`src/rtl/core/ansi_color_escape_decoder_core_macros.svh`:
```
// ---------------------------------------------------------------------------
// ANSI color decoder assertion macros
// Concurrent assertion wrappers; they compile to nothing under SYNTHESIS.
// ---------------------------------------------------------------------------
`ifndef ANSI_COLOR_ESCAPE_DECODER_CORE_MACROS_SVH
`define ANSI_COLOR_ESCAPE_DECODER_CORE_MACROS_SVH

`ifndef SYNTHESIS

// Same-cycle implication, disabled while reset is asserted.
`define ACD_ASSERT_IMPL(lbl, ck, rn, ante, cons) \
    lbl: assert property (@(posedge ck) disable iff (!rn) (ante) |-> (cons)) \
        else $error("acd assertion failed");

// Next-cycle implication, disabled while reset is asserted.
`define ACD_ASSERT_NEXT(lbl, ck, rn, ante, cons) \
    lbl: assert property (@(posedge ck) disable iff (!rn) (ante) |=> (cons)) \
        else $error("acd assertion failed");

`else

`define ACD_ASSERT_IMPL(lbl, ck, rn, ante, cons)
`define ACD_ASSERT_NEXT(lbl, ck, rn, ante, cons)

`endif

`endif

```
`src/rtl/core/acd_pkg.sv`:
```
// ---------------------------------------------------------------------------
// acd_pkg
// Shared constants, types and digit decoders of the ANSI color decoder.
// ---------------------------------------------------------------------------
`default_nettype none

package acd_pkg;

    // Sequence buffer depth default
    localparam int SEQ_MAX_BYTES_DEF = 11;

    // Control and sequence characters
    localparam logic [7:0] CH_ESC   = 8'h1B;
    localparam logic [7:0] CH_M     = 8'h6D;
    localparam logic [7:0] CH_CR    = 8'h0D;
    localparam logic [7:0] CH_BEL   = 8'h07;
    localparam logic [7:0] CH_LBRK  = 8'h5B;
    localparam logic [7:0] CH_SEMI  = 8'h3B;
    localparam logic [7:0] CH_ZERO  = 8'h30;
    localparam logic [7:0] CH_ONE   = 8'h31;
    localparam logic [7:0] CH_THREE = 8'h33;
    localparam logic [7:0] CH_FOUR  = 8'h34;
    localparam logic [7:0] CH_SEVEN = 8'h37;

    // Configuration port
    localparam int CFG_IDX_W  = 2;
    localparam int CFG_DATA_W = 4;
    localparam logic [CFG_IDX_W-1:0] CFG_DEFAULT_FG  = 2'd0;
    localparam logic [CFG_IDX_W-1:0] CFG_DEFAULT_BG  = 2'd1;
    localparam logic [CFG_IDX_W-1:0] CFG_BEEP_ENABLE = 2'd2;

    // Register reset values
    localparam logic [3:0] RST_DEFAULT_FG  = 4'd7;
    localparam logic [3:0] RST_DEFAULT_BG  = 4'd0;
    localparam logic       RST_BEEP_ENABLE = 1'b1;

    // Result kinds
    localparam logic KIND_TEXT = 1'b0;
    localparam logic KIND_BEEP = 1'b1;

    typedef struct packed {
        logic [3:0] fg;
        logic [3:0] bg;
    } color_pair_t;

    // Anything but '0' counts as bright.
    function automatic logic bright_of(input logic [7:0] c);
        return (c != CH_ZERO);
    endfunction

    // '0'..'7' map to 0..7, anything else to 7.
    function automatic logic [2:0] color_of(input logic [7:0] c);
        return ((c >= CH_ZERO) && (c <= CH_SEVEN)) ? c[2:0] : 3'd7;
    endfunction

    function automatic logic [3:0] pal(input logic [7:0] b, input logic [7:0] c);
        return {bright_of(b), color_of(c)};
    endfunction

    // Six-byte form: t1 bright/reverse field, t3 plane select, t4 color digit.
    function automatic color_pair_t rule_six(
        input logic [7:0]  t1,
        input logic [7:0]  t3,
        input logic [7:0]  t4,
        input color_pair_t cur,
        input logic [3:0]  dfg
    );
        color_pair_t res;
        res = cur;
        if ((t1 == CH_ZERO) || (t1 == CH_ONE)) begin
            if (t3 == CH_THREE) begin
                res.fg = pal(t1, t4);
            end else if (t3 == CH_FOUR) begin
                res.bg = pal(t1, t4);
            end
        end else if (t1 == CH_SEVEN) begin
            res.fg = 4'd0;
            res.bg = {1'b1, color_of(t4)};
        end else begin
            res.fg = dfg;
        end
        return res;
    endfunction

endpackage

`default_nettype wire

```
`src/rtl/core/acd_ifs.sv`:
```
// ---------------------------------------------------------------------------
// acd channel interfaces
// Valid/ready channels for text input, decoded output and register writes.
// ---------------------------------------------------------------------------
`default_nettype none

interface acd_rx_if;
    logic       valid;
    logic       ready;
    logic [7:0] in_byte;
    logic       block_start;

    modport source (output valid, output in_byte, output block_start, input ready);
    modport sink   (input valid, input in_byte, input block_start, output ready);
endinterface

interface acd_tx_if;
    logic       valid;
    logic       ready;
    logic       kind;
    logic [7:0] text_byte;
    logic [3:0] fg_index;
    logic [3:0] bg_index;

    modport source (output valid, output kind, output text_byte, output fg_index,
                    output bg_index, input ready);
    modport sink   (input valid, input kind, input text_byte, input fg_index,
                    input bg_index, output ready);
endinterface

interface acd_cfg_if import acd_pkg::*; ();
    logic                  valid;
    logic                  ready;
    logic [CFG_IDX_W-1:0]  index;
    logic [CFG_DATA_W-1:0] data;

    modport source (output valid, output index, output data, input ready);
    modport sink   (input valid, input index, input data, output ready);
endinterface

`default_nettype wire

```
`src/rtl/core/acd_rules.sv`:
```
// ---------------------------------------------------------------------------
// acd_rules
// Fixed-position SGR rules: new colors from a buffered sequence and length.
// ---------------------------------------------------------------------------
`default_nettype none

module acd_rules
    import acd_pkg::*;
#(
    parameter int SEQ_MAX_BYTES = SEQ_MAX_BYTES_DEF,
    parameter int LEN_W         = $clog2(SEQ_MAX_BYTES + 1)
)(
    input  wire logic [7:0]       seq_buf [SEQ_MAX_BYTES],
    input  wire logic [LEN_W-1:0] seq_len,     // bytes after ESC, closing 'm' included
    input  wire color_pair_t      cur,
    input  wire color_pair_t      defaults,
    output color_pair_t           upd
);

    always_comb
    begin
        upd = cur;
        unique case (seq_len)
            LEN_W'(2):
            begin
                upd.fg = defaults.fg;
                if (seq_buf[0] == CH_LBRK)
                begin
                    upd.bg = defaults.bg;
                end
            end
            LEN_W'(3):
            begin
                upd.fg = ((seq_buf[0] == CH_LBRK) && (seq_buf[1] == CH_ONE))
                       ? 4'd15 : defaults.fg;
            end
            LEN_W'(4):
            begin
                if (seq_buf[1] == CH_THREE)
                    upd.fg = {1'b0, color_of(seq_buf[2])};
                else if (seq_buf[1] == CH_FOUR)
                    upd.bg = {1'b0, color_of(seq_buf[2])};
                else
                    upd.fg = defaults.fg;
            end
            LEN_W'(6):
            begin
                upd = rule_six(seq_buf[1], seq_buf[3], seq_buf[4], cur, defaults.fg);
            end
            LEN_W'(7):
            begin
                // same form, shifted by one past a leading ';'
                if (seq_buf[1] == CH_SEMI)
                    upd = rule_six(seq_buf[2], seq_buf[4], seq_buf[5], cur, defaults.fg);
                else
                    upd.fg = defaults.fg;
            end
            LEN_W'(8):
            begin
                upd.fg = (seq_buf[5] == CH_THREE) ? pal(seq_buf[3], seq_buf[6])
                                                  : defaults.fg;
            end
            LEN_W'(9):
            begin
                if (seq_buf[3] == CH_FOUR)
                    upd.bg = (seq_buf[4] == CH_ZERO) ? 4'd0
                                                     : {1'b1, color_of(seq_buf[4])};
                if (seq_buf[6] == CH_THREE)
                    upd.fg = pal(seq_buf[1], seq_buf[7]);
            end
            LEN_W'(11):
            begin
                if (seq_buf[3] == CH_FOUR)
                    upd.bg = ((seq_buf[1] == CH_ONE) && (seq_buf[4] == CH_ZERO))
                           ? 4'd0 : pal(seq_buf[1], seq_buf[4]);
                if (seq_buf[8] == CH_THREE)
                    upd.fg = pal(seq_buf[6], seq_buf[9]);
            end
            default:
            begin
                upd.fg = defaults.fg;
            end
        endcase
    end

endmodule

`default_nettype wire

```
`src/rtl/core/ansi_color_escape_decoder_core.sv`:
```
// ---------------------------------------------------------------------------
// ansi_color_escape_decoder_core
// Terminal text decoder: tags text bytes with SGR fg/bg palette indices.
// ---------------------------------------------------------------------------
//
//  port | role   | word                                          | accepted when
//  -----+--------+-----------------------------------------------+---------------------
//  rx   | sink   | in_byte[7:0], block_start                     | rx.valid & rx.ready
//  tx   | source | kind, text_byte[7:0], fg_index[3:0], bg_index | tx.valid & tx.ready
//  cfg  | sink   | index[1:0], data[3:0] (always ready)          | cfg.valid & cfg.ready
//
//  One word per cycle sustained unless a stalled tx holds back a result: a
//  word lands in the input register, is decoded against the escape state
//  and current colors, and any result lands in the output register.
//  The loop through the escape state and color registers sets the rate.
//  A stalled tx holds only words with a result; CR, ESC, in-sequence bytes and
//  muted BEL still drain. Async active-low reset loads defaults, not the buffer.
//
`default_nettype none

`include "ansi_color_escape_decoder_core_macros.svh"

module ansi_color_escape_decoder_core
    import acd_pkg::*;
#(
    parameter int SEQ_MAX_BYTES = SEQ_MAX_BYTES_DEF
)(
    input wire logic  clk,
    input wire logic  rst_n,
    acd_rx_if.sink    rx,
    acd_tx_if.source  tx,
    acd_cfg_if.sink   cfg
);

    localparam int LEN_W = $clog2(SEQ_MAX_BYTES + 1);
    localparam int IDX_W = $clog2(SEQ_MAX_BYTES);
    localparam logic [LEN_W-1:0] LEN_MAX = LEN_W'(SEQ_MAX_BYTES);

    // ---------------- configuration registers ----------------
    color_pair_t dflt_reg;
    logic        beep_en_reg;

    assign cfg.ready = 1'b1;

    always_ff @(posedge clk or negedge rst_n)
    begin
        if (!rst_n)
        begin
            dflt_reg.fg <= RST_DEFAULT_FG;
            dflt_reg.bg <= RST_DEFAULT_BG;
            beep_en_reg <= RST_BEEP_ENABLE;
        end
        else if (cfg.valid)
        begin
            unique case (cfg.index)
                CFG_DEFAULT_FG:  dflt_reg.fg <= cfg.data;
                CFG_DEFAULT_BG:  dflt_reg.bg <= cfg.data;
                CFG_BEEP_ENABLE: beep_en_reg <= cfg.data[0];
                default:         ;  // unmapped index: drop the write
            endcase
        end
    end

    // ---------------- input register ----------------
    logic       s1_valid_reg, s1_valid_next;
    logic [7:0] s1_byte_reg;
    logic       s1_start_reg;
    logic       rx_fire;
    logic       proc_go;

    assign rx.ready = !s1_valid_reg || proc_go;
    assign rx_fire  = rx.valid && rx.ready;

    always_comb
    begin
        priority if (rx_fire)
            s1_valid_next = 1'b1;
        else if (proc_go)
            s1_valid_next = 1'b0;
        else
            s1_valid_next = s1_valid_reg;
    end

    always_ff @(posedge clk or negedge rst_n)
    begin
        if (!rst_n)
            s1_valid_reg <= 1'b0;
        else
            s1_valid_reg <= s1_valid_next;
    end

    // payload: no reset
    always_ff @(posedge clk)
    begin
        if (rx_fire)
        begin
            s1_byte_reg  <= rx.in_byte;
            s1_start_reg <= rx.block_start;
        end
    end

    // ---------------- decode state ----------------
    logic             esc_reg, esc_next;
    logic [LEN_W-1:0] len_reg, len_next;
    color_pair_t      color_reg, color_next;
    logic [7:0]       seq_buf [SEQ_MAX_BYTES];
    logic             buf_wr;

    color_pair_t      rule_upd;
    logic [LEN_W-1:0] rule_len;

    // length of the sequence including the closing 'm'
    assign rule_len = len_reg + LEN_W'(1);

    acd_rules #(
        .SEQ_MAX_BYTES (SEQ_MAX_BYTES),
        .LEN_W         (LEN_W)
    ) u_rules (
        .seq_buf  (seq_buf),
        .seq_len  (rule_len),
        .cur      (color_reg),
        .defaults (dflt_reg),
        .upd      (rule_upd)
    );

    // ---------------- decode logic ----------------
    logic        res_valid;
    logic        res_kind;
    logic [7:0]  res_byte;
    color_pair_t res_color;
    color_pair_t base_color;
    logic        len_room;

    assign len_room   = (len_reg < LEN_MAX);
    // block start outside a sequence falls back to the defaults first
    assign base_color = s1_start_reg ? dflt_reg : color_reg;

    always_comb
    begin
        esc_next   = esc_reg;
        len_next   = len_reg;
        color_next = color_reg;
        buf_wr     = 1'b0;
        res_valid  = 1'b0;
        res_kind   = KIND_TEXT;
        res_byte   = s1_byte_reg;
        res_color  = base_color;

        if (esc_reg)
        begin
            if (s1_byte_reg == CH_M)
            begin
                // close the sequence; an overlong one is dropped whole
                if (len_room)
                    color_next = rule_upd;
                esc_next = 1'b0;
                len_next = '0;
            end
            else if (len_room)
            begin
                buf_wr   = 1'b1;
                len_next = len_reg + LEN_W'(1);
            end
        end
        else
        begin
            color_next = base_color;
            priority if (s1_byte_reg == CH_CR)
            begin
                res_valid = 1'b0;
            end
            else if (s1_byte_reg == CH_BEL)
            begin
                res_valid = beep_en_reg;
                res_kind  = KIND_BEEP;
                res_byte  = 8'd0;
                res_color = '0;
            end
            else if (s1_byte_reg == CH_ESC)
            begin
                esc_next = 1'b1;
                len_next = '0;
            end
            else
            begin
                res_valid = 1'b1;
            end
        end
    end

    // advance unless a result would overwrite an untaken one
    assign proc_go = s1_valid_reg && (!res_valid || !tx.valid || tx.ready);

    always_ff @(posedge clk or negedge rst_n)
    begin
        if (!rst_n)
        begin
            esc_reg      <= 1'b0;
            len_reg      <= '0;
            color_reg.fg <= RST_DEFAULT_FG;
            color_reg.bg <= RST_DEFAULT_BG;
        end
        else if (proc_go)
        begin
            esc_reg   <= esc_next;
            len_reg   <= len_next;
            color_reg <= color_next;
        end
    end

    always_ff @(posedge clk)
    begin
        if (proc_go && buf_wr)
            seq_buf[len_reg[IDX_W-1:0]] <= s1_byte_reg;
    end

    // ---------------- output register ----------------
    logic        out_valid_reg, out_valid_next;
    logic        out_kind_reg;
    logic [7:0]  out_byte_reg;
    color_pair_t out_color_reg;
    logic        out_load;

    assign out_load = proc_go && res_valid;

    always_comb
    begin
        priority if (out_load)
            out_valid_next = 1'b1;
        else if (tx.ready)
            out_valid_next = 1'b0;
        else
            out_valid_next = out_valid_reg;
    end

    always_ff @(posedge clk or negedge rst_n)
    begin
        if (!rst_n)
            out_valid_reg <= 1'b0;
        else
            out_valid_reg <= out_valid_next;
    end

    always_ff @(posedge clk)
    begin
        if (out_load)
        begin
            out_kind_reg  <= res_kind;
            out_byte_reg  <= res_byte;
            out_color_reg <= res_color;
        end
    end

    assign tx.valid     = out_valid_reg;
    assign tx.kind      = out_kind_reg;
    assign tx.text_byte = out_byte_reg;
    assign tx.fg_index  = out_color_reg.fg;
    assign tx.bg_index  = out_color_reg.bg;

    // ---------------- assertions ----------------
    `ACD_ASSERT_IMPL(a_len_bound, clk, rst_n, 1'b1, len_reg <= LEN_MAX)
    `ACD_ASSERT_IMPL(a_len_idle, clk, rst_n, !esc_reg, len_reg == '0)
    `ACD_ASSERT_IMPL(a_beep_zero, clk, rst_n,
        out_valid_reg && (out_kind_reg == KIND_BEEP),
        (out_byte_reg == 8'd0) && (out_color_reg == '0))
    `ACD_ASSERT_NEXT(a_hold_word, clk, rst_n, s1_valid_reg && !proc_go,
        s1_valid_reg && (s1_byte_reg == $past(s1_byte_reg)))

endmodule

`default_nettype wire
```
`src/flat_wrapper.sv`:
```
// flat-port wrapper written by rule: the top's interface ports become plain ports
module ansi_color_escape_decoder_core_flat import acd_pkg::*;
#(
    parameter int SEQ_MAX_BYTES = SEQ_MAX_BYTES_DEF
)
  (clk, rst_n, rx_valid, rx_in_byte, rx_block_start, rx_ready, tx_valid, tx_kind, tx_text_byte, tx_fg_index, tx_bg_index, tx_ready, cfg_valid, cfg_index, cfg_data, cfg_ready);
  acd_rx_if rx_i ();
  acd_tx_if tx_i ();
  acd_cfg_if cfg_i ();
  input wire logic clk;
  input wire logic rst_n;
  input wire logic [$bits(rx_i.valid)-1:0] rx_valid;
  input wire logic [$bits(rx_i.in_byte)-1:0] rx_in_byte;
  input wire logic [$bits(rx_i.block_start)-1:0] rx_block_start;
  output wire logic [$bits(rx_i.ready)-1:0] rx_ready;
  output wire logic [$bits(tx_i.valid)-1:0] tx_valid;
  output wire logic [$bits(tx_i.kind)-1:0] tx_kind;
  output wire logic [$bits(tx_i.text_byte)-1:0] tx_text_byte;
  output wire logic [$bits(tx_i.fg_index)-1:0] tx_fg_index;
  output wire logic [$bits(tx_i.bg_index)-1:0] tx_bg_index;
  input wire logic [$bits(tx_i.ready)-1:0] tx_ready;
  input wire logic [$bits(cfg_i.valid)-1:0] cfg_valid;
  input wire logic [$bits(cfg_i.index)-1:0] cfg_index;
  input wire logic [$bits(cfg_i.data)-1:0] cfg_data;
  output wire logic [$bits(cfg_i.ready)-1:0] cfg_ready;
  assign rx_i.valid = rx_valid;
  assign rx_i.in_byte = rx_in_byte;
  assign rx_i.block_start = rx_block_start;
  assign rx_ready = rx_i.ready;
  assign tx_valid = tx_i.valid;
  assign tx_kind = tx_i.kind;
  assign tx_text_byte = tx_i.text_byte;
  assign tx_fg_index = tx_i.fg_index;
  assign tx_bg_index = tx_i.bg_index;
  assign tx_i.ready = tx_ready;
  assign cfg_i.valid = cfg_valid;
  assign cfg_i.index = cfg_index;
  assign cfg_i.data = cfg_data;
  assign cfg_ready = cfg_i.ready;
  ansi_color_escape_decoder_core #(.SEQ_MAX_BYTES(SEQ_MAX_BYTES)) u_core (.clk(clk), .rst_n(rst_n), .rx(rx_i), .tx(tx_i), .cfg(cfg_i));
endmodule
```
`config.mk`:
```
export PLATFORM = sky130hd
export DESIGN_NAME = ansi_color_escape_decoder_core_flat
export DESIGN_NICKNAME = d
export VERILOG_FILES = /design/src/rtl/core/acd_pkg.sv /design/src/rtl/core/acd_ifs.sv /design/src/rtl/core/acd_rules.sv /design/src/rtl/core/ansi_color_escape_decoder_core.sv /design/src/flat_wrapper.sv
export VERILOG_INCLUDE_DIRS = /design/src /design/src/rtl/core
export SDC_FILE = /design/constraint.sdc
export NUM_CORES = 1
export LEC_CHECK = 0
export BUFFER_PORTS_ARGS = -buffer_cell sky130_fd_sc_hd__buf_2
export CAP_MARGIN = 20
export CORE_MARGIN = 2
export CORE_UTILIZATION = 30
export DETAILED_ROUTE_END_ITERATION = 8
export GPL_TIMING_DRIVEN = 0
export MAX_ROUTING_LAYER = met4
export PLACE_DENSITY = 0.45
export SLEW_MARGIN = 20
export SYNTH_ARGS = -nofsm -noshare
export SYNTH_HDL_FRONTEND = slang
export SYNTH_SLANG_ARGS = --single-unit
```
`constraint.sdc`:
```
create_clock -name clk -period 5.75 [get_ports clk]
set_clock_uncertainty 0.1 [all_clocks]
set_input_delay 1.15 -clock clk [delete_from_list [all_inputs] [get_ports clk]]
set_output_delay 1.15 -clock clk [all_outputs]
set_load 0.02 [all_outputs]
```
==> flow_metrics.tcl, run 1 <==
set metrics [dict create \
    outcome "finished, final reports clean" \
    synth_cell_type_count 95 \
    layout-drive-gt1-share_pct 22.0 \
    synth_area_sq_um 6450 \
    synthTopCellsByCount "edfxtp_1, nor2_1, nand2_1" \
    largest_reg_flops 80 \
    dp_hpwl_um 12800 \
    ant_nets 0 \
    drt_wl_total_um 17200 \
    floorplan.io_pins 40 \
    worstPathRequired_ns 4.50 \
    start_util_pct 30.6 \
    cts_root_buffer "clkbuf_16" \
    fin_util_pct 35.9 \
    ctsResizeCount 0 \
    first_iter_violations 373 \
    yosys.area_share.simple_pct 18.9 \
    slowest_delay_ns 0.79 \
    dieArea_sq_um 22700 \
    min_path_type "reg -> reg" \
    synth_edf_count 106 \
    wl_per_cell_um 20.1 \
    core_sq_um 21100 \
    netlist_top_cells_area "edfxtp_1, dfrtp_1, dfstp_2" \
    synthAdderAreaFrac_pct 0.970 \
    routabilityCongestion 0.922 \
    netlist_instances 513 \
    start_kind "flip-flop" \
    max_freq_ghz 0.277 \
    setup_tns_ns 0 \
    async_flop_share_pct 18.5 \
    nNetsFinal 597 \
    track_usage_pct 16.3 \
    power.density_nw_per_um2 428 \
    area_growth_pct 17.5 \
    synth_ff_type "edfxtp_1" \
    maxSlewHeadroom_pct 39.2 \
    cp_cell_sequence "nor4bb_1, a311o_2, nor2_1, nand2_1, buf_2" \
    antenna_found_initial 0 \
    viasPerCell 5.24 \
    dp_cells 827 \
    setup_slack_ns 2.14 \
    yosys_register_bits 130 \
    fin_crit_ns 3.61 \
    port_buffers 38 \
    synth_top_family_by_area "simple AND/OR/NAND/NOR gates" \
    vias 4496 \
    worst_slew_pin_slew_ns 0.904 \
    grt_remaining_overflow 0 \
    critical_path_class "reg -> out" \
    ir_worst_vdd_v 0.000213 \
    grt_pass1_wl_um 26300 \
    cap_viol_max_count 0 \
    synth_top_area_cell "edfxtp_1" \
    slowest_stage "edfxtp_1" \
    synth-warning-count 0 \
    maxSlewViolCount 0 \
    cts_setup_buffers 0 \
    final_cells 858 \
    die_w_um 151 \
    fin_crit_sh_pct 62.7 \
    drt_pre_antenna_iters 9 \
    pre_cts_ws_ns 2.34 \
    rows 53 \
    arrival_ns 2.36 \
    crit_fanout 15 \
    clk_latency_ns 0.42 \
    cts_buffers 17 \
    rsz0062_at_grt "no" \
    synth.net_count 538 \
    synth_most_common_cell "edfxtp_1" \
    drc 0 \
    holdBufCountCts 0 \
    cts_tree "done" \
    netlist.area_leader.share_pct 49.3 \
    clock-sinks 130 \
    leakage_nw 2.63 \
    grt_pass1_vias 4461 \
    grt_max_degree 25 \
    avgSynthCellArea_sq_um 12.6 \
    htreeDepth 4 \
    n_antenna_cell 0 \
    hold_slack_ns 0.414 \
    setup_viol 0 \
    hold_path_depth 1 \
    end_kind "output pin" \
    muxShareOfSynthArea_pct 2.42 \
    hold_viol 0 \
    clk_pin_slew_worst_paths_ns 0.06 \
    dieHeight_um 151 \
    cts_buffer_depth 2 \
    ys_seq_area_share_pct 58.8 \
    synth_xor_area_share_pct 0.659 \
    rr_worst_depth 8 \
    synth_compound_area_share_pct 14.0 \
]
==> critical path, delay by kind of cell, from the launching register on <==
family                 cells  cell delay [ns]
and+or+nand+nor            3             0.67
DFF                        1             0.79
AOI/OAI and AO/OA          1             0.30
buffers and inverters      1             0.17
==> per-layer routing <==
metal	track usage (%)	vias to the layer above	share of wire [%]
met4	5.42	0	0.92
met5	-	-	0
met2	25.2	122	48
met1	21.6	2243	46
li1	-	2116	-
met3	3.27	15	4.9
==> power breakdown <==
part | leakage (nW) | switching, W | internal, W | total, W
logic | 1.11 | 0.000557 | 0.000386 | 0.000943
clock network | 0.263 | 0.000400 | 0.000632 | 0.00103
registers | 1.25 | 0.0000959 | 0.00117 | 0.00127
==> worst paths after layout <==
check,start,to,slack [ns]
max in group asynchronous,rst_n,u_core.s1_valid_reg,4.50
min,u_core.color_reg[1],u_core.color_reg[1],0.41
max reg2reg,u_core.len_reg[0],u_core.color_reg[5],2.58
max,u_core.s1_byte_reg[3],rx_ready,2.14
min reg2reg,u_core.color_reg[1],u_core.color_reg[1],0.41
min in group asynchronous,rst_n,u_core.dflt_reg[0],0.64
==> metrics by stage <==
step / instance area (sq um) / power, W
after floorplan: 6450 / 0.00195
after global placement: 6990 / 0.00220
after detailed placement: 7000 / 0.00222
after CTS: 7560 / 0.00326
final: 7580 / 0.00325
after global routing: 7580 / 0.00341
==> area by class of cell <==
| class | instances | area [sq um] |
|---|---|---|
| multi-input combinational | 343 | 2410 |
| clock inverter | 13 | 138 |
| tap | 275 | 344 |
| buffer | 28 | 220 |
| timing repair buffer | 40 | 203 |
| inverter | 12 | 45.0 |
| sequential | 130 | 3790 |
| fill | 2071 | 13500 |
| clock buffer | 17 | 425 |
==> cells by family (layout without fill, tap and decap cells) <==
kind of cell	count (synthesis)	in the layout
AOI/OAI and AO/OA	117	117
xor gates and xnor gates	4	4
adders and majority gates	5	5
buffers and inverters	40	110
DFF	130	130
muxes	15	15
other	1	1
and+or+nand+nor	201	201
==> layout by cell type, fill, tap and decap left out, types with 5 or more instances in the layout <==
master and instances:
edfxtp_1 106, buf_2 41, nor2_1 39, nand2_1 33, o21ai_0 31, clkbuf_16 17
dfrtp_1 17, nor2b_1 13, nor3_1 13, clkbuf_1 12, inv_1 12, mux2i_1 10
nand3_1 9, or3_1 8, a21oi_1 8, o2111ai_1 8, nor4b_1 7, nor4_1 7
dfstp_2 7, nand2b_1 6, nand4bb_1 6, nand3b_1 6, a221oi_1 6, a31oi_1 6
and3_1 5, nand4_1 5, o21ai_1 5, mux2_2 5, ha_1 5
(Power assumes the default switching activity.)
==> run 2: changes to the inputs <==
==> constraint.sdc (replaced) <==
create_clock -name clk -period 3.34 [get_ports clk]
set_clock_uncertainty 0.1 [all_clocks]
set_input_delay 0.668 -clock clk [delete_from_list [all_inputs] [get_ports clk]]
set_output_delay 0.668 -clock clk [all_outputs]
set_load 0.02 [all_outputs]
==> run 2 against run 1 <==
  * Largest cell class unchanged
  * Highest routed layer unchanged
  * Setup slack lost 1.9 ns
  * Non-clock buffer count is the same
  * Register-to-register slack lost 2.3 ns
  * Sequential share of layout area is the same
  * Critical path depth is the same
  * Core utilization is the same
  * Die area is the same
==> flow_metrics.tcl, run 2 (same netlist as run 1, synthesis figures left out) <==
set metrics [dict create \
    crit_start "u_core.s1_byte_reg[3]" \
    pwr-share-comb_pct 29.1 \
    fin_crit_ns 3.13 \
    r2r-end "u_core.color_reg[5]" \
    cts_buffers 17 \
    placed_area_sq_um 7000 \
    track_usage_pct 16.3 \
    largest_reg_flops 80 \
    grt_remaining_overflow 0 \
    p_switching_w 0.00181 \
    die_w_um 151 \
    dieHeight_um 151 \
    seq_power_share_pct 39.1 \
    fin_crit_sh_pct 93.6 \
    power.density_nw_per_um2 737 \
    max_freq_ghz 0.320 \
    crit_family "flip-flops" \
    critical_path_class "reg -> out" \
    core_sq_um 21100 \
    grt_max_degree 25 \
    routabilityCongestion 0.922 \
    rr_worst_depth 6 \
    crit_end "rx_ready" \
    worstPathRequired_ns 2.57 \
    ant_nets 0 \
    cts_tree "done" \
    grt_pass1_wl_um 26300 \
    grt_pass1_vias 4461 \
    wl_per_cell_um 20.1 \
    area_growth_pct 17.5 \
    cap_viol_max_count 0 \
    vias 4517 \
    min_path_type "in -> async" \
    design_area_sq_um 7580 \
    p_sw_share_pct 32.5 \
    clk_pin_slew_worst_paths_ns 0.06 \
    htreeDepth 4 \
    end_kind "output pin" \
    cts_buffer_depth 2 \
    layout-drive-gt1-share_pct 22.0 \
    slowest_stage "edfxtp_1" \
    drt_pre_antenna_iters 7 \
    arrival_ns 2.36 \
    clk_latency_ns 0.42 \
    port_buffers 38 \
    crit_fanout 15 \
    n_antenna_cell 0 \
    setup_viol 0 \
    rows 53 \
    cp_cell_sequence "nor4bb_1, a311o_2, nor2_1, nand2_1, buf_2" \
    outcome "finished, final reports clean" \
    slowest_delay_ns 0.79 \
    drt_wl_total_um 17200 \
    drc 0 \
    final_cell_mix "edfxtp_1, buf_2, nor2_1" \
    first_iter_violations 367 \
    viasPerCell 5.26 \
    path_buf_inv 1 \
    cts_root_buffer "clkbuf_16" \
    internal-power_w 0.00377 \
    worst_slew_pin_slew_ns 0.904 \
    start_kind "flip-flop" \
    power_frac_clock_pct 31.8 \
    ir_worst_vdd_v 0.000368 \
    clock-sinks 130 \
    cts_setup_buffers 0 \
    dieArea_sq_um 22700 \
    rsz0062_at_grt "no" \
    leakage_nw 2.63 \
    antenna_found_initial 0 \
    hold_viol 0 \
    r2r_slack_ns 0.24 \
    maxSlewHeadroom_pct 39.2 \
    maxSlewViolCount 0 \
    mostFrequentLayoutCell "edfxtp_1" \
    fin_util_pct 35.9 \
    r2r_start "u_core.s1_byte_reg[3]" \
    nNetsFinal 597 \
    floorplan.io_pins 40 \
    worstSetupPathDepth 5 \
    dp_hpwl_um 12800 \
    start_util_pct 30.6 \
]
## run 2: cell count changes in the layout (fill, tap and decap cells not counted)
cell,delta
o21ai_1,+1
o21ai_0,-1
## run 2: worst reg2reg max path, cell delays in order (launching register included)
cell       delay [ns]
edfxtp_1         0.79
nor4bb_1         0.54
nand4_1          0.37
nor4_2           0.53
nand3_1          0.19
a2111oi_2        0.40
nor3_1           0.10
## run 2: cell type report
class                           count  area, sq um
Buffer                             28          220
Clock buffer                       17          425
Clock inverter                     13          138
Fill cell                        2071        13500
Inverter                           12         45.0
Multi-Input combinational cell    343         2410
Sequential cell                   130         3790
Tap cell                          275          344
Timing Repair Buffer               40          203
## run 2: per-stage QoR
| step | total power (W) | setup WS (ns) | hold slack, ns | setup TNS (ns) | std cells |
|---|---|---|---|---|---|
| after global placement | 0.00379 | -0.728 | 0.403 | -12.37 | 826 |
| after CTS | 0.00562 | 0.0633 | 0.170 | 0 | 857 |
| after floorplan | 0.00335 | 0.304 | 0.272 | 0 | 513 |
| after detailed placement | 0.00382 | 0.0865 | 0.392 | 0 | 827 |
| after global routing | 0.00588 | 0.0289 | 0.192 | 0 | 858 |
| final | 0.00559 | 0.213 | 0.159 | 0 | 858 |
## run 2: power groups by stage
stage               combinational (W)  clock (W)  sequential [W]
global route                  0.00178    0.00188         0.00222
global placement              0.00158          0         0.00222
finish                        0.00162    0.00178         0.00219
CTS                           0.00160    0.00182         0.00219
detailed placement            0.00159          0         0.00222
floorplan                     0.00119          0         0.00216
## run 2: worst min path at each step
stage                             start                  end  slack (ns)  cells after the start
finish                            rst_n   u_core.dflt_reg[0]        0.16                      1
global route                      rst_n   u_core.dflt_reg[0]        0.19                      1
CTS                               rst_n   u_core.dflt_reg[0]        0.17                      1
detailed placement  u_core.color_reg[1]  u_core.color_reg[1]        0.39                      1
global placement    u_core.color_reg[1]  u_core.color_reg[1]        0.40                      1
floorplan                         rst_n  u_core.color_reg[0]        0.27                      0
## run 2: metal layers
layer  GRT usage (%)  routed length, um
met5               -                  0
met4            5.42                184
met3            3.27                784
met2            25.2               8180
met1            21.6               8080
## run 2: timing repair
item                                    4_1_cts  5_1_grt
hold buffers                                  0        0
gates resized for setup                       0        1
endpoints found under the setup margin        0        1
==> run 3: changes to the inputs <==
--- a/config.mk
+++ b/config.mk
@@ -9,11 +9,12 @@
 export BUFFER_PORTS_ARGS = -buffer_cell sky130_fd_sc_hd__buf_2
 export CAP_MARGIN = 20
 export CORE_MARGIN = 2
-export CORE_UTILIZATION = 30
+export CORE_UTILIZATION = 40
 export DETAILED_ROUTE_END_ITERATION = 8
+export GPL_ROUTABILITY_DRIVEN = 0
 export GPL_TIMING_DRIVEN = 0
 export MAX_ROUTING_LAYER = met4
-export PLACE_DENSITY = 0.45
+export PLACE_DENSITY = 0.56
 export SLEW_MARGIN = 20
 export SYNTH_ARGS = -nofsm -noshare
 export SYNTH_HDL_FRONTEND = slang
==> run 3 against run 2 <==
  * Register-to-register slack lost 0.02 ns
  * Sequential share of layout area grew 0.12 points
  * Via count grew 0.55%
  * Core utilization grew 12 points
  * Global-route usage grew 3.4 points
  * Sequential power is essentially flat
  * Worst hold slack lost 0.014 ns
  * First-iteration DRC count grew 37%
  * Largest power group unchanged
==> flow_metrics.tcl, run 3 (same netlist as run 1, synthesis figures left out) <==
set metrics [dict create \
    critical_path_class "reg -> out" \
    setup_viol 0 \
    htreeDepth 4 \
    cts_root_buffer "clkbuf_16" \
    area_growth_pct 17.2 \
    fin_crit_ns 3.15 \
    power.density_nw_per_um2 751 \
    grt_max_degree 25 \
    total_power_w 0.00568 \
    max_freq_ghz 0.318 \
    ir_worst_vdd_v 0.000446 \
    antenna_found_initial 0 \
    crit_fanout 15 \
    outcome "finished, final reports clean" \
    mostFrequentLayoutCell "edfxtp_1" \
    rsz0062_at_grt "no" \
    cts_buffers 17 \
    vias 4542 \
    drc 0 \
    clk_pin_slew_worst_paths_ns 0.06 \
    end_kind "output pin" \
    track_usage_pct 19.8 \
    worst_slew_pin_slew_ns 1.07 \
    hold_viol 0 \
    holdBufCountCts 0 \
    grt_pass1_vias 4257 \
    min_path_type "in -> async" \
    worstPathRequired_ns 2.57 \
    ctsResizeCount 0 \
    cts_setup_buffers 0 \
    floorplan.io_pins 40 \
    maxSlewViolCount 0 \
    slowest_delay_ns 0.68 \
    worstSetupPathDepth 5 \
    cts_tree "done" \
    cap_viol_max_count 0 \
    fillCellCount 1418 \
    drt_pre_antenna_iters 5 \
    layout-drive-gt1-share_pct 22.3 \
    path_buf_inv 1 \
    rows 46 \
    nNetsFinal 599 \
    dp_cells 768 \
    clock-sinks 130 \
    final_cell_mix "edfxtp_1, buf_2, nor2_1" \
    start_util_pct 40.8 \
    leakage_nw 2.66 \
    setup_tns_ns 0 \
    r2r_start "u_core.len_reg[0]" \
    crit_start "u_core.s1_byte_reg[1]" \
    n_antenna_cell 0 \
    cts_buffer_depth 2 \
    grt_pass1_wl_um 24200 \
    core_sq_um 15800 \
    cp_cell_sequence "nor4bb_1, a311o_2, nor2_1, nand2_1, buf_2" \
    dp_hpwl_um 11300 \
    slowest_stage "edfxtp_1" \
    crit_family "simple AND/OR/NAND/NOR gates" \
    rr_worst_depth 8 \
    drt_wl_total_um 15800 \
    arrival_ns 2.38 \
    regArea_sq_um 3790 \
    wl_per_cell_um 19.7 \
    dieArea_sq_um 17200 \
    dieHeight_um 131 \
    first_iter_violations 503 \
    port_buffers 38 \
    grt_remaining_overflow 0 \
    fin_util_pct 47.8 \
    largest_reg_flops 80 \
    die_w_um 131 \
    fin_crit_sh_pct 94.3 \
    start_kind "flip-flop" \
    maxSlewHeadroom_pct 28.2 \
    final_cells 803 \
    clk_latency_ns 0.41 \
    ant_nets 0 \
    multi_input_area_sq_um 2410 \
    viasPerCell 5.66 \
]
[run 3: routing by layer]
metal  track usage (%)  vias up  wire length (um)
met3              4.28       25               997
met4              6.57        0               312
met5                 -        -                 0
li1                  -     2124                 -
met1              27.1     2223              7200
met2              29.3      170              7280
[run 3: worst paths after layout]
path	slack (ns)	to
setup / recovery	0.19	rx_ready
hold / removal	0.15	u_core.dflt_reg[0]
setup reg to reg	0.22	u_core.color_reg[5]
hold reg to reg	0.41	u_core.color_reg[0]
max in group asynchronous	2.61	u_core.color_reg[3]
min in group clk	0.33	u_core.s1_byte_reg[7]
[run 3: final cells by class]
class | instances | area share, %
flip-flops and latches | 130 | 50.1
multi-input cells | 343 | 31.8
clock buffers | 18 | 5.68
well taps | 216 | 3.57
repair buffers | 42 | 2.91
plain buffers | 28 | 2.91
clock inverters | 14 | 2.33
inverters | 12 | 0.596
[run 3: worst reg2reg max path, cell delays in order (launching register included)]
cell and delay [ns]:
dfrtp_1 0.43, ha_1 0.31, clkbuf_8 0.20, o21ai_0 0.46
nand4_1 0.28, nor4_2 0.54, nand3_1 0.19, a2111oi_2 0.43
nor3_1 0.10
[run 3: power by group]
part | total, W | switching (W) | leakage [nW] | internal, W
logic | 0.00160 | 0.000933 | 1.12 | 0.000665
registers | 0.00218 | 0.000160 | 1.25 | 0.00202
clock network | 0.00190 | 0.000713 | 0.287 | 0.00118
total | 0.00568 | 0.00181 | 2.66 | 0.00387
[run 3: metrics by stage]
step / worst slack, ns / hold WS [ns] / instance area (sq um)
6_report: 0.190 / 0.146 / 7560
3_5_place_dp: 0.0804 / 0.396 / 6920
2_1_floorplan: 0.304 / 0.272 / 6450
3_3_place_gp: -0.708 / 0.396 / 6910
4_1_cts: 0.0611 / 0.163 / 7530
5_1_grt: 0.0353 / 0.184 / 7560
